File: src/design/pts_pkg.sv
// Package for the priority task scheduler: opcodes, task states, result status
// codes and the command/status types between controller and datapath.
// No dependencies.
`default_nettype none

package pts_pkg;

  localparam logic [3:0] OP_CREATE  = 4'd0;
  localparam logic [3:0] OP_DELETE  = 4'd1;
  localparam logic [3:0] OP_SLEEP   = 4'd2;
  localparam logic [3:0] OP_TICK    = 4'd3;
  localparam logic [3:0] OP_YIELD   = 4'd4;
  localparam logic [3:0] OP_SEMINIT = 4'd5;
  localparam logic [3:0] OP_TAKE    = 4'd6;
  localparam logic [3:0] OP_TRYTAKE = 4'd7;
  localparam logic [3:0] OP_GIVE    = 4'd8;

  localparam logic [2:0] ST_EMPTY = 3'd0;
  localparam logic [2:0] ST_READY = 3'd1;
  localparam logic [2:0] ST_SLEEP = 3'd2;
  localparam logic [2:0] ST_BLOCK = 3'd3;
  localparam logic [2:0] ST_DEL   = 3'd4;

  localparam logic [1:0] STAT_OK      = 2'd0;
  localparam logic [1:0] STAT_NOSLOT  = 2'd1;
  localparam logic [1:0] STAT_SEMBUSY = 2'd2;

  typedef enum logic [3:0] {
    DP_NOP,
    DP_CAPTURE,
    DP_CREATE,
    DP_DELETE,
    DP_SLEEP,
    DP_TICK,
    DP_SEMINIT,
    DP_TAKE,
    DP_TRY,
    DP_GIVE,
    DP_WAKE,
    DP_RS_START,
    DP_RS_STEP,
    DP_FINISH
  } dp_op_e;

  typedef struct packed {
    logic hit;
    logic last;
    logic ti_ok;
    logic sem_ok;
    logic cnt_pos;
    logic cnt_below;
    logic on_running;
    logic none_ready;
  } dp_stat_t;

endpackage

`default_nettype wire

File: src/design/pts_datapath.sv
// Datapath of the priority task scheduler: task table, ready counts and bitmap,
// semaphore table, slot pointer and result registers. Depends on pts_pkg.
`default_nettype none

module pts_datapath #(
  parameter int TASK_SLOTS      = 8,
  parameter int PRIORITY_LEVELS = 8,
  parameter int SEMAPHORES      = 4,
  parameter int DELAY_BITS      = 16
) (
  input  logic              clk_i,
  input  logic              rst_ni,
  input  pts_pkg::dp_op_e   cmd_i,
  input  logic [3:0]        opcode_i,
  input  logic [2:0]        task_index_i,
  input  logic [2:0]        priority_req_i,
  input  logic [15:0]       delay_i,
  input  logic [1:0]        sem_index_i,
  input  logic signed [7:0] sem_max_i,
  input  logic signed [7:0] sem_initial_i,
  output pts_pkg::dp_stat_t stat_o,
  output logic [1:0]        status_o,
  output logic [2:0]        created_slot_o,
  output logic [2:0]        current_task_o,
  output logic [7:0]        ready_mask_o
);
  import pts_pkg::*;

  localparam int SW  = $clog2(TASK_SLOTS);
  localparam int UW  = $clog2(TASK_SLOTS + 1);
  localparam int PW  = $clog2(PRIORITY_LEVELS);
  localparam int SMW = (SEMAPHORES > 1) ? $clog2(SEMAPHORES) : 1;

  logic [2:0]            state_q [TASK_SLOTS];
  logic [PW-1:0]         pri_q   [TASK_SLOTS];
  logic [DELAY_BITS-1:0] sleep_q [TASK_SLOTS];
  logic                  wv_q    [TASK_SLOTS];
  logic [SMW-1:0]        wsem_q  [TASK_SLOTS];
  logic [UW-1:0]         rpp_q   [PRIORITY_LEVELS];
  logic [PRIORITY_LEVELS-1:0] bitmap_q;
  logic [UW-1:0]         used_q;
  logic [SW-1:0]         run_q;
  logic signed [7:0]     sc_q [SEMAPHORES];
  logic signed [7:0]     sl_q [SEMAPHORES];

  logic [2:0]            ti_q;
  logic [PW-1:0]         pr_q;
  logic [DELAY_BITS-1:0] dl_q;
  logic [1:0]            si_q;
  logic signed [7:0]     smax_q;
  logic signed [7:0]     sinit_q;
  logic [SW-1:0]         idx_q;
  logic [SW-1:0]         k_q;
  logic [PW-1:0]         top_q;
  logic [1:0]            stat_q;
  logic [SW-1:0]         created_q;

  logic [2:0]            cur_st;
  logic [PW-1:0]         cur_pri;
  logic [DELAY_BITS-1:0] cur_sl;
  logic [DELAY_BITS-1:0] sl_dec;
  logic [SMW-1:0]        sidx;
  logic signed [7:0]     cnt;
  logic signed [7:0]     lim;
  logic                  sem_ok;
  logic                  cnt_pos;
  logic                  cnt_below;
  logic                  last_used;
  logic [SW-1:0]         idx_next;
  logic [SW-1:0]         run_next;
  logic                  hi_nz;
  logic                  eligible;
  logic                  wake_hit;
  logic                  free_hit;
  logic [PW-1:0]         top;

  logic                  ss_en;
  logic [2:0]            ss_ns;
  logic [PW-1:0]         ss_p;
  logic [UW-1:0]         rpp_cur;
  logic [UW-1:0]         rpp_new;
  logic                  ss_dec;
  logic                  ss_inc;

  assign cur_st    = state_q[idx_q];
  assign cur_pri   = pri_q[idx_q];
  assign cur_sl    = sleep_q[idx_q];
  assign sl_dec    = (cur_sl == '0) ? '0 : cur_sl - DELAY_BITS'(1);
  assign sidx      = SMW'(si_q);
  assign sem_ok    = 32'(si_q) < SEMAPHORES;
  assign cnt       = sc_q[sidx];
  assign lim       = sl_q[sidx];
  assign cnt_pos   = cnt > 8'sd0;
  assign cnt_below = cnt < lim;
  assign last_used = (UW'(idx_q) + UW'(1)) >= used_q;
  assign idx_next  = last_used ? '0 : idx_q + SW'(1);
  assign run_next  = ((UW'(run_q) + UW'(1)) >= used_q) ? '0 : run_q + SW'(1);
  assign hi_nz     = |bitmap_q[PRIORITY_LEVELS-1:1];
  // Idle slot 0 only competes when priority 0 is the sole ready level.
  assign eligible  = !(idx_q == '0 && hi_nz) && cur_st == ST_READY && cur_pri == top_q;
  assign wake_hit  = cur_st == ST_BLOCK && wv_q[idx_q] && wsem_q[idx_q] == sidx;
  assign free_hit  = cur_st == ST_EMPTY || cur_st == ST_DEL;

  always_comb begin
    top = '0;
    for (int p = 0; p < PRIORITY_LEVELS; p++) begin
      if (bitmap_q[p]) top = PW'(p);
    end
  end

  always_comb begin
    stat_o            = '0;
    stat_o.ti_ok      = 32'(ti_q) < TASK_SLOTS;
    stat_o.sem_ok     = sem_ok;
    stat_o.cnt_pos    = cnt_pos;
    stat_o.cnt_below  = cnt_below;
    stat_o.on_running = idx_q == run_q;
    stat_o.none_ready = bitmap_q == '0;
    case (cmd_i)
      DP_CREATE: begin
        stat_o.hit  = free_hit;
        stat_o.last = idx_q == SW'(TASK_SLOTS - 1);
      end
      DP_TICK: stat_o.last = last_used;
      DP_WAKE: begin
        stat_o.hit  = wake_hit;
        stat_o.last = last_used;
      end
      DP_RS_STEP: begin
        stat_o.hit  = eligible;
        stat_o.last = UW'(k_q) == used_q - UW'(1);
      end
      default: ;
    endcase
  end

  // One task state change per cycle, with its ready count and bitmap update.
  always_comb begin
    ss_en = 1'b0;
    ss_ns = cur_st;
    ss_p  = cur_pri;
    case (cmd_i)
      DP_CREATE: begin
        if (free_hit) begin
          ss_en = 1'b1;
          ss_ns = ST_READY;
          ss_p  = pr_q;
        end
      end
      DP_DELETE: begin
        ss_en = 1'b1;
        ss_ns = ST_DEL;
      end
      DP_SLEEP: begin
        ss_en = 1'b1;
        ss_ns = ST_SLEEP;
      end
      DP_TICK: begin
        if (cur_st == ST_SLEEP && sl_dec == '0) begin
          ss_en = 1'b1;
          ss_ns = ST_READY;
        end
      end
      DP_TAKE: begin
        if (!cnt_pos) begin
          ss_en = 1'b1;
          ss_ns = ST_BLOCK;
        end
      end
      DP_WAKE: begin
        if (wake_hit) begin
          ss_en = 1'b1;
          ss_ns = ST_READY;
        end
      end
      default: ;
    endcase
  end

  assign rpp_cur = rpp_q[ss_p];
  assign ss_dec  = ss_en && cur_st == ST_READY && ss_ns != ST_READY && rpp_cur != '0;
  assign ss_inc  = ss_en && ss_ns == ST_READY && cur_st != ST_READY;
  assign rpp_new = ss_dec ? rpp_cur - UW'(1) : (ss_inc ? rpp_cur + UW'(1) : rpp_cur);

  always_ff @(posedge clk_i or negedge rst_ni) begin
    if (!rst_ni) begin
      for (int i = 0; i < TASK_SLOTS; i++) begin
        state_q[i] <= (i == 0) ? ST_READY : ST_EMPTY;
        pri_q[i]   <= '0;
        sleep_q[i] <= '0;
        wv_q[i]    <= 1'b0;
        wsem_q[i]  <= '0;
      end
      for (int p = 0; p < PRIORITY_LEVELS; p++) begin
        rpp_q[p] <= (p == 0) ? UW'(1) : '0;
      end
      for (int s = 0; s < SEMAPHORES; s++) begin
        sc_q[s] <= '0;
        sl_q[s] <= '0;
      end
      bitmap_q       <= PRIORITY_LEVELS'(1);
      used_q         <= UW'(1);
      run_q          <= '0;
      ti_q           <= '0;
      pr_q           <= '0;
      dl_q           <= '0;
      si_q           <= '0;
      smax_q         <= '0;
      sinit_q        <= '0;
      idx_q          <= '0;
      k_q            <= '0;
      top_q          <= '0;
      stat_q         <= STAT_OK;
      created_q      <= '0;
      status_o       <= STAT_OK;
      created_slot_o <= '0;
      current_task_o <= '0;
      ready_mask_o   <= '0;
    end else begin
      if (ss_en) begin
        state_q[idx_q] <= ss_ns;
        rpp_q[ss_p]    <= rpp_new;
        if (ss_dec && rpp_cur == UW'(1)) bitmap_q[ss_p] <= 1'b0;
        if (ss_inc) bitmap_q[ss_p] <= 1'b1;
      end
      case (cmd_i)
        DP_CAPTURE: begin
          ti_q      <= task_index_i;
          pr_q      <= (32'(priority_req_i) >= PRIORITY_LEVELS) ?
                       PW'(PRIORITY_LEVELS - 1) : PW'(priority_req_i);
          dl_q      <= DELAY_BITS'(delay_i);
          si_q      <= sem_index_i;
          smax_q    <= sem_max_i;
          sinit_q   <= sem_initial_i;
          stat_q    <= STAT_OK;
          created_q <= '0;
          if (opcode_i == OP_DELETE) begin
            idx_q <= SW'(task_index_i);
          end else if (opcode_i == OP_SLEEP || opcode_i == OP_TAKE) begin
            idx_q <= run_q;
          end else begin
            idx_q <= '0;
          end
        end
        DP_CREATE: begin
          if (free_hit) begin
            pri_q[idx_q]   <= pr_q;
            sleep_q[idx_q] <= '0;
            wv_q[idx_q]    <= 1'b0;
            wsem_q[idx_q]  <= '0;
            created_q      <= idx_q;
            if ((UW'(idx_q) + UW'(1)) > used_q) used_q <= UW'(idx_q) + UW'(1);
          end else if (idx_q == SW'(TASK_SLOTS - 1)) begin
            stat_q <= STAT_NOSLOT;
          end else begin
            idx_q <= idx_q + SW'(1);
          end
        end
        DP_DELETE: wv_q[idx_q] <= 1'b0;
        DP_SLEEP:  sleep_q[idx_q] <= dl_q;
        DP_TICK: begin
          if (cur_st == ST_SLEEP) sleep_q[idx_q] <= sl_dec;
          if (!last_used) idx_q <= idx_q + SW'(1);
        end
        DP_SEMINIT: begin
          sl_q[sidx] <= smax_q;
          sc_q[sidx] <= sinit_q;
        end
        DP_TAKE: begin
          if (cnt_pos) begin
            sc_q[sidx] <= cnt - 8'sd1;
          end else begin
            wv_q[idx_q]   <= 1'b1;
            wsem_q[idx_q] <= sidx;
            stat_q        <= STAT_SEMBUSY;
          end
        end
        DP_TRY: begin
          if (cnt_pos) sc_q[sidx] <= cnt - 8'sd1;
          else stat_q <= STAT_SEMBUSY;
        end
        DP_GIVE: begin
          if (cnt_below) begin
            sc_q[sidx] <= cnt + 8'sd1;
            idx_q      <= '0;
          end
        end
        DP_WAKE: begin
          if (wake_hit) begin
            wv_q[idx_q]   <= 1'b0;
            wsem_q[idx_q] <= '0;
          end else if (!last_used) begin
            idx_q <= idx_q + SW'(1);
          end
        end
        DP_RS_START: begin
          if (bitmap_q == '0) run_q <= '0;
          idx_q <= run_next;
          k_q   <= '0;
          top_q <= top;
        end
        DP_RS_STEP: begin
          if (eligible) begin
            run_q <= idx_q;
          end else if (UW'(k_q) == used_q - UW'(1)) begin
            run_q <= '0;
          end else begin
            idx_q <= idx_next;
            k_q   <= k_q + SW'(1);
          end
        end
        DP_FINISH: begin
          status_o       <= stat_q;
          created_slot_o <= 3'(created_q);
          current_task_o <= 3'(run_q);
          ready_mask_o   <= 8'(bitmap_q);
        end
        default: ;
      endcase
    end
  end

`ifndef ASSERT_OFF
  a_run_in_range: assert property (@(posedge clk_i) disable iff (!rst_ni)
    UW'(run_q) < used_q) else $error("running task beyond used slots");
  a_used_bounds: assert property (@(posedge clk_i) disable iff (!rst_ni)
    used_q != '0 && used_q <= UW'(TASK_SLOTS)) else $error("used slot count out of bounds");
  a_idle_level: assert property (@(posedge clk_i) disable iff (!rst_ni)
    bitmap_q[0] == (rpp_q[0] != '0)) else $error("bitmap disagrees with level 0 count");
`endif

endmodule

`default_nettype wire

File: src/design/pts_ctrl.sv
// Controller of the priority task scheduler: sequences each command through
// the datapath and runs both handshakes. Depends on pts_pkg.
`default_nettype none

module pts_ctrl (
  input  logic              clk_i,
  input  logic              rst_ni,
  input  logic              in_valid_i,
  output logic              in_ready_o,
  input  logic [3:0]        opcode_i,
  input  pts_pkg::dp_stat_t stat_i,
  output pts_pkg::dp_op_e   cmd_o,
  output logic              out_valid_o,
  input  logic              out_ready_i
);
  import pts_pkg::*;

  localparam logic [3:0] S_IDLE     = 4'd0;
  localparam logic [3:0] S_DISPATCH = 4'd1;
  localparam logic [3:0] S_CREATE   = 4'd2;
  localparam logic [3:0] S_DELETE   = 4'd3;
  localparam logic [3:0] S_SLEEP    = 4'd4;
  localparam logic [3:0] S_TICK     = 4'd5;
  localparam logic [3:0] S_SEMINIT  = 4'd6;
  localparam logic [3:0] S_TAKE     = 4'd7;
  localparam logic [3:0] S_TRY      = 4'd8;
  localparam logic [3:0] S_GIVE     = 4'd9;
  localparam logic [3:0] S_WAKE     = 4'd10;
  localparam logic [3:0] S_RS_START = 4'd11;
  localparam logic [3:0] S_RS_SCAN  = 4'd12;
  localparam logic [3:0] S_DONE     = 4'd13;

  logic [3:0] state_q, state_d;
  logic [3:0] op_q, op_d;
  logic       out_valid_q, out_valid_d;
  logic       accept;

  assign in_ready_o  = state_q == S_IDLE && (!out_valid_q || out_ready_i);
  assign accept      = in_valid_i && in_ready_o;
  assign out_valid_o = out_valid_q;

  always_comb begin
    state_d     = state_q;
    op_d        = op_q;
    cmd_o       = DP_NOP;
    out_valid_d = out_valid_q && !out_ready_i;
    unique case (state_q)
      S_IDLE: begin
        if (accept) begin
          cmd_o   = DP_CAPTURE;
          op_d    = opcode_i;
          state_d = S_DISPATCH;
        end
      end
      S_DISPATCH: begin
        case (op_q)
          OP_CREATE:  state_d = S_CREATE;
          OP_DELETE:  state_d = stat_i.ti_ok ? S_DELETE : S_DONE;
          OP_SLEEP:   state_d = S_SLEEP;
          OP_TICK:    state_d = S_TICK;
          OP_YIELD:   state_d = S_RS_START;
          OP_SEMINIT: state_d = stat_i.sem_ok ? S_SEMINIT : S_DONE;
          OP_TAKE:    state_d = stat_i.sem_ok ? S_TAKE : S_DONE;
          OP_TRYTAKE: state_d = stat_i.sem_ok ? S_TRY : S_DONE;
          OP_GIVE:    state_d = stat_i.sem_ok ? S_GIVE : S_DONE;
          default:    state_d = S_DONE;
        endcase
      end
      S_CREATE: begin
        cmd_o = DP_CREATE;
        if (stat_i.hit || stat_i.last) state_d = S_DONE;
      end
      S_DELETE: begin
        cmd_o   = DP_DELETE;
        state_d = stat_i.on_running ? S_RS_START : S_DONE;
      end
      S_SLEEP: begin
        cmd_o   = DP_SLEEP;
        state_d = S_RS_START;
      end
      S_TICK: begin
        cmd_o = DP_TICK;
        if (stat_i.last) state_d = S_RS_START;
      end
      S_SEMINIT: begin
        cmd_o   = DP_SEMINIT;
        state_d = S_DONE;
      end
      S_TAKE: begin
        cmd_o   = DP_TAKE;
        state_d = stat_i.cnt_pos ? S_DONE : S_RS_START;
      end
      S_TRY: begin
        cmd_o   = DP_TRY;
        state_d = S_DONE;
      end
      S_GIVE: begin
        cmd_o   = DP_GIVE;
        state_d = stat_i.cnt_below ? S_WAKE : S_DONE;
      end
      S_WAKE: begin
        cmd_o = DP_WAKE;
        if (stat_i.hit || stat_i.last) state_d = S_DONE;
      end
      S_RS_START: begin
        cmd_o   = DP_RS_START;
        state_d = stat_i.none_ready ? S_DONE : S_RS_SCAN;
      end
      S_RS_SCAN: begin
        cmd_o = DP_RS_STEP;
        if (stat_i.hit || stat_i.last) state_d = S_DONE;
      end
      S_DONE: begin
        cmd_o       = DP_FINISH;
        out_valid_d = 1'b1;
        state_d     = S_IDLE;
      end
      default: state_d = S_IDLE;
    endcase
  end

  always_ff @(posedge clk_i or negedge rst_ni) begin
    if (!rst_ni) begin
      state_q     <= S_IDLE;
      op_q        <= '0;
      out_valid_q <= 1'b0;
    end else begin
      state_q     <= state_d;
      op_q        <= op_d;
      out_valid_q <= out_valid_d;
    end
  end

`ifndef ASSERT_OFF
  a_done_slot_free: assert property (@(posedge clk_i) disable iff (!rst_ni)
    state_q == S_DONE |-> !out_valid_q) else $error("result register still occupied");
  a_accept_idle: assert property (@(posedge clk_i) disable iff (!rst_ni)
    accept |=> state_q == S_DISPATCH) else $error("accepted command not dispatched");
  a_done_valid: assert property (@(posedge clk_i) disable iff (!rst_ni)
    state_q == S_DONE |=> out_valid_q) else $error("finished command gave no result");
`endif

endmodule

`default_nettype wire

File: src/design/priority_task_scheduler_top.sv
// Priority task scheduler top level: joins the controller and the datapath.
// Depends on pts_pkg, pts_ctrl and pts_datapath.
//
// Usage: one command transaction enters on the in_* channel (valid/ready) and
// exactly one result transaction leaves on the out_* channel (valid/ready).
// Commands are processed one at a time. A command is captured in the accepting
// cycle and then dispatched; it then does its work, and the result is loaded,
// which is valid in the following cycle. The work per opcode:
//   sleep, take that blocks, delete of the running task: a reschedule,
//   yield: a reschedule; give below its limit: a scan for a waiting task to wake,
//   create: a search for a free slot,
//   tick: a scan of the used slots, then a reschedule,
//   semaphore init, try take, take that succeeds, delete of another task: no scan,
//   unknown opcode: none.
// The slot scans of create, tick, give and the round-robin reschedule visit
// one task table entry per cycle. The next command can
// be accepted in the cycle after the result is loaded.
// After reset slot 0 (the idle task) is ready at priority 0 and runs, all
// other slots are empty and all semaphores hold zero.
// The result sits in an output register; if the receiver stalls, it holds
// there and the next command is accepted in the cycle it is taken.
`default_nettype none

module priority_task_scheduler_top #(
  parameter int TASK_SLOTS      = 8,
  parameter int PRIORITY_LEVELS = 8,
  parameter int SEMAPHORES      = 4,
  parameter int DELAY_BITS      = 16
) (
  input  logic              clk_i,
  input  logic              rst_ni,
  input  logic              in_valid_i,
  output logic              in_ready_o,
  input  logic [3:0]        opcode_i,
  input  logic [2:0]        task_index_i,
  input  logic [2:0]        priority_req_i,
  input  logic [15:0]       delay_i,
  input  logic [1:0]        sem_index_i,
  input  logic signed [7:0] sem_max_i,
  input  logic signed [7:0] sem_initial_i,
  output logic              out_valid_o,
  input  logic              out_ready_i,
  output logic [1:0]        status_o,
  output logic [2:0]        created_slot_o,
  output logic [2:0]        current_task_o,
  output logic [7:0]        ready_mask_o
);
  import pts_pkg::*;

  dp_op_e   cmd;
  dp_stat_t stat;

  pts_ctrl u_ctrl (
    .clk_i      (clk_i),
    .rst_ni     (rst_ni),
    .in_valid_i (in_valid_i),
    .in_ready_o (in_ready_o),
    .opcode_i   (opcode_i),
    .stat_i     (stat),
    .cmd_o      (cmd),
    .out_valid_o(out_valid_o),
    .out_ready_i(out_ready_i)
  );

  pts_datapath #(
    .TASK_SLOTS     (TASK_SLOTS),
    .PRIORITY_LEVELS(PRIORITY_LEVELS),
    .SEMAPHORES     (SEMAPHORES),
    .DELAY_BITS     (DELAY_BITS)
  ) u_datapath (
    .clk_i         (clk_i),
    .rst_ni        (rst_ni),
    .cmd_i         (cmd),
    .opcode_i      (opcode_i),
    .task_index_i  (task_index_i),
    .priority_req_i(priority_req_i),
    .delay_i       (delay_i),
    .sem_index_i   (sem_index_i),
    .sem_max_i     (sem_max_i),
    .sem_initial_i (sem_initial_i),
    .stat_o        (stat),
    .status_o      (status_o),
    .created_slot_o(created_slot_o),
    .current_task_o(current_task_o),
    .ready_mask_o  (ready_mask_o)
  );

endmodule

`default_nettype wire

File: config.mk
export PLATFORM = sky130hd
export DESIGN_NAME = priority_task_scheduler_top
export DESIGN_NICKNAME = d
export VERILOG_FILES = /design/src/design/pts_pkg.sv /design/src/design/pts_datapath.sv /design/src/design/pts_ctrl.sv /design/src/design/priority_task_scheduler_top.sv
export SDC_FILE = /design/constraint.sdc
export NUM_CORES = 1
export LEC_CHECK = 0
export BUFFER_PORTS_ARGS = -buffer_cell sky130_fd_sc_hd__buf_2
export CAP_MARGIN = 20
export CORE_ASPECT_RATIO = 1.75
export CORE_UTILIZATION = 25
export DETAILED_ROUTE_END_ITERATION = 8
export HOLD_SLACK_MARGIN = 0.15
export SLEW_MARGIN = 20
export SYNTH_ARGS = -nofsm -noshare
export SYNTH_HDL_FRONTEND = slang
export SYNTH_SLANG_ARGS = --single-unit
File: constraint.sdc
create_clock -name clk_i -period 6.6 [get_ports clk_i]
set_input_delay 0.66 -clock clk_i [delete_from_list [all_inputs] [get_ports clk_i]]
set_output_delay 0.66 -clock clk_i [all_outputs]
set_load 0.02 [all_outputs]
==> impl_metrics.env <==
export IMPL_areaGrowthSynthToFinish_pct=14.3
export IMPL_nets=2064
export IMPL_grt_pass1_wl_microns=100000
export IMPL_syn_inst=1933
export IMPL_die_area_sq_um=84400
export IMPL_worst_setup_path_end_kind="flop"
export IMPL_worst_skew_pair_late_latency_ns=0.56
export IMPL_worst_ep_arrival_time_ns=5.83
export IMPL_globalplace_congestion=0.937
export IMPL_cp_start_kind="flop"
export IMPL_clock_sinks=387
export IMPL_ys_ff_latch=387
export IMPL_rr_endpoint="u_datapath.rpp_q[23]"
export IMPL_r2r_worst_path_cells=13
export IMPL_reg2reg_slack_ns=1.21
export IMPL_ys_flop_type="dfrtp_1"
export IMPL_numCtsBuffers=39
export IMPL_syn_cell_area_sq_um=20800
export IMPL_finalCriticalPeriod_ns=5.39
export IMPL_startpoint="u_datapath.idx_q[0]"
export IMPL_nFillCells=8514
export IMPL_slew_violations=0
export IMPL_power_density_nw_per_um2=521
export IMPL_rows=139
export IMPL_fin_util_pct=28.9
export IMPL_coreArea_sq_um=82300
export IMPL_drive_above_1_share_pct=23.7
export IMPL_syn_num_nets=2009
export IMPL_routed_wl_microns=65100
export IMPL_cap_violations=0
export IMPL_grt_max_degree=122
export IMPL_drc=2
export IMPL_clock_skew_ns=0.0197
export IMPL_grt_pass1_vias=16500
export IMPL_reg2reg_from="u_datapath.idx_q[0]"
export IMPL_setup_tns_final_ns=0
export IMPL_crit_path_end="u_datapath.rpp_q[23]"
export IMPL_synth_area_top_cells="dfrtp_1, mux2_2, nand2_1, mux4_2, nor2_1"
export IMPL_period_share_pct=81.7
export IMPL_antenna_cells=0
export IMPL_dp_cells=3004
export IMPL_hold_buffers=0
export IMPL_worstPathCellList="mux4_2 > mux2i_1 > and2_1 > nand3_2 > mux2i_1 > mux2_2 > a2111oi_4 > ha_1 > inv_1 > a2111oi_1 > a211o_1 > o31ai_4 > mux2_2"
export IMPL_violations="design-rule violations"
export IMPL_setup_viol=0
export IMPL_cts_root_buf="clkbuf_16"
export IMPL_grt_ovfl_total=0
export IMPL_routedWlPerCell_microns=21.2
export IMPL_max_stage_delay_ns=1.02
export IMPL_drt_iter0_markers=1079
export IMPL_ant_nets=0
export IMPL_die_h_microns=384
export IMPL_htree_num_levels=2
export IMPL_crit_cells=13
export IMPL_synth_area_per_cell_sq_um=10.8
export IMPL_crit_buf_inv=1
export IMPL_worst_ep_required_time_ns=7.03
export IMPL_post_cts_buffers=0
export IMPL_grt_usage_pct=15.6
export IMPL_final_hold_viol_count=0
export IMPL_slowest_stage="dfrtp_4"
export IMPL_path_clk_slew_ns=0.07
export IMPL_ios=66
export IMPL_status="complete, but fails checks"
export IMPL_start_util_pct=25.3
export IMPL_fin_cells=3075
export IMPL_die_w_microns=220
export IMPL_dp_hpwl_microns=46900
export IMPL_rsz0062_at_grt="no"
export IMPL_crit_type="flop to flop"
export IMPL_port_buffers=65
export IMPL_synth_warnings=0
export IMPL_dr_pass1_iters=9
export IMPL_yosysTopAreaCell="dfrtp_1"
export IMPL_fmax_ghz=0.185
export IMPL_cts_resized=0
export IMPL_critPathTopFamily="multiplexers"
export IMPL_synth_top_area_share_pct=46.1
export IMPL_tightest_slew_ns=1.23
export IMPL_placed_area_sq_um=22400
export IMPL_routed_via_density=5.15
export IMPL_synth_edf_count=0
export IMPL_antenna_found_initial=0
export IMPL_final_cell_area_sq_um=23800
export IMPL_cp_max_fo=51
export IMPL_synth_distinct_cells=103
export IMPL_ys_async_sr_fraction_pct=100
export IMPL_min_delay_path_class="primary input to async pin"
export IMPL_max_slew_margin_pct=17.5
export IMPL_power_leakage_nw=10.8
export IMPL_synth_seq_area_share_pct=46.6
export IMPL_cts_tree="done"
export IMPL_cts_max_path_buffers=3
export IMPL_num_vias=15800
export IMPL_peakVddDrop_mv=0.300
stage by stage:
step | hold slack (ns) | power [mW] | worst slack, ns
6_report | 0.121 | 12.4 | 1.21
5_1_grt | 0.194 | 13.1 | 0.938
4_1_cts | 0.173 | 12.4 | 1.17
3_5_place_dp | 0.461 | 9.90 | 1.21
3_3_place_gp | 0.454 | 9.84 | 1.25
2_1_floorplan | 0.364 | 8.06 | 2.28
power by group:
group	internal (mW)	total [mW]	switching, mW
logic	2.32	6.07	3.75
registers	3.12	3.87	0.748
clock network	1.45	2.45	1.00
cells in the mapped netlist (all sizes together) (5+ instances only):
master,number
mux4,56
and2,10
clkbuf,71
o211ai,6
nor2,141
nor4,9
buf,32
o31ai,22
a22oi,6
a221o,5
xnor2,16
a211oi,29
mux2i,41
o22ai,7
a31oi,17
inv,32
ha,28
nand2b,24
and3,6
nor2b,12
o22a,7
nand4,12
dfrtp,383
nand3,27
nor3,27
a22o,41
or2,6
a21oi,88
a32o,9
mux2,185
o21ai,91
nor3b,10
nand2,334
a2111oi,16
a21o,43
o221ai,5
xor2,10
worst min-delay path by stage:
stage,from,endpoint,slack [ns],cells after the start
final,rst_ni,u_datapath.current_task_o[0],0.12,1
after detailed placement,u_datapath.sleep_q[30],u_datapath.sleep_q[30],0.46,1
after floorplan,rst_ni,async pin,0.36,0
after global routing,rst_ni,u_datapath.current_task_o[0],0.19,1
after CTS,rst_ni,u_datapath.current_task_o[0],0.17,1
after global placement,u_datapath.sleep_q[43],u_datapath.sleep_q[43],0.45,1
worst register-to-register path, delay by kind of cell (launching register included):
family	cells	cell delay [ns]
DFF	1	1.02
adders and majority gates	1	0.33
and+or+nand+nor	2	0.70
AOI/OAI and AO/OA	4	1.14
buffers and inverters	1	0.08
muxes	5	2.01
cell families (layout without fill, tap and decap cells):
logic type / after synthesis / after routing / synth area share (%)
AO/OA/AOI/OAI: 439 / 439 / 15.1
XOR/XNOR: 26 / 26 / 1.13
adder cells (fa/ha/maj): 29 / 29 / 1.73
buffers and inverters: 135 / 220 / 2.98
flip-flops: 387 / 387 / 46.6
multiplexers: 282 / 282 / 18.6
AND/OR/NAND/NOR: 635 / 635 / 13.9
flip-flops by register name (all words and copies together) (netlist names), 16 cells and up, named ones only:
register and flops:
u_datapath.rpp_q 32, u_datapath.wsem_q 16, u_datapath.dl_q 16, u_datapath.sleep_q 128
u_datapath.sl_q 32, u_datapath.state_q 24, u_datapath.sc_q 32, u_datapath.pri_q 24
layer usage:
| metal | up-vias | GRT usage (%) | wire (microns) |
|---|---|---|---|
| met1 | 7924 | 16.8 | 23500 |
| met5 | - | 0 | 0 |
| met2 | 541 | 28.4 | 34200 |
| met3 | 224 | 1.94 | 2990 |
| li1 | 7156 | - | - |
| met4 | 0 | 9.66 | 4410 |
layout make-up:
type | count | area [sq um] | area share, %
multi-input combinational | 1411 | 10500 | 44.2
sequential | 387 | 9690 | 40.8
tap | 1057 | 1320 | 5.56
clock buffer | 51 | 1090 | 4.59
timing repair buffer | 117 | 751 | 3.16
clock inverter | 20 | 292 | 1.23
inverter | 32 | 120 | 0.505
placed cells by master (no fill, tap or decap), types with 24 or more instances in the layout:
cell	netlist	routed
o21ai_0	87	87
dfrtp_1	383	381
clkbuf_16	0	39
inv_1	30	30
mux4_2	53	53
ha_1	28	28
a21o_1	43	43
nor2_1	139	139
buf_2	15	64
a211oi_1	28	28
mux2_2	180	180
buf_4	0	50
mux2i_1	30	30
a21oi_1	86	86
a22o_1	41	41
nand2b_1	24	24
nand2_1	334	333
nand3_1	24	24
(Power assumes the default switching activity.)
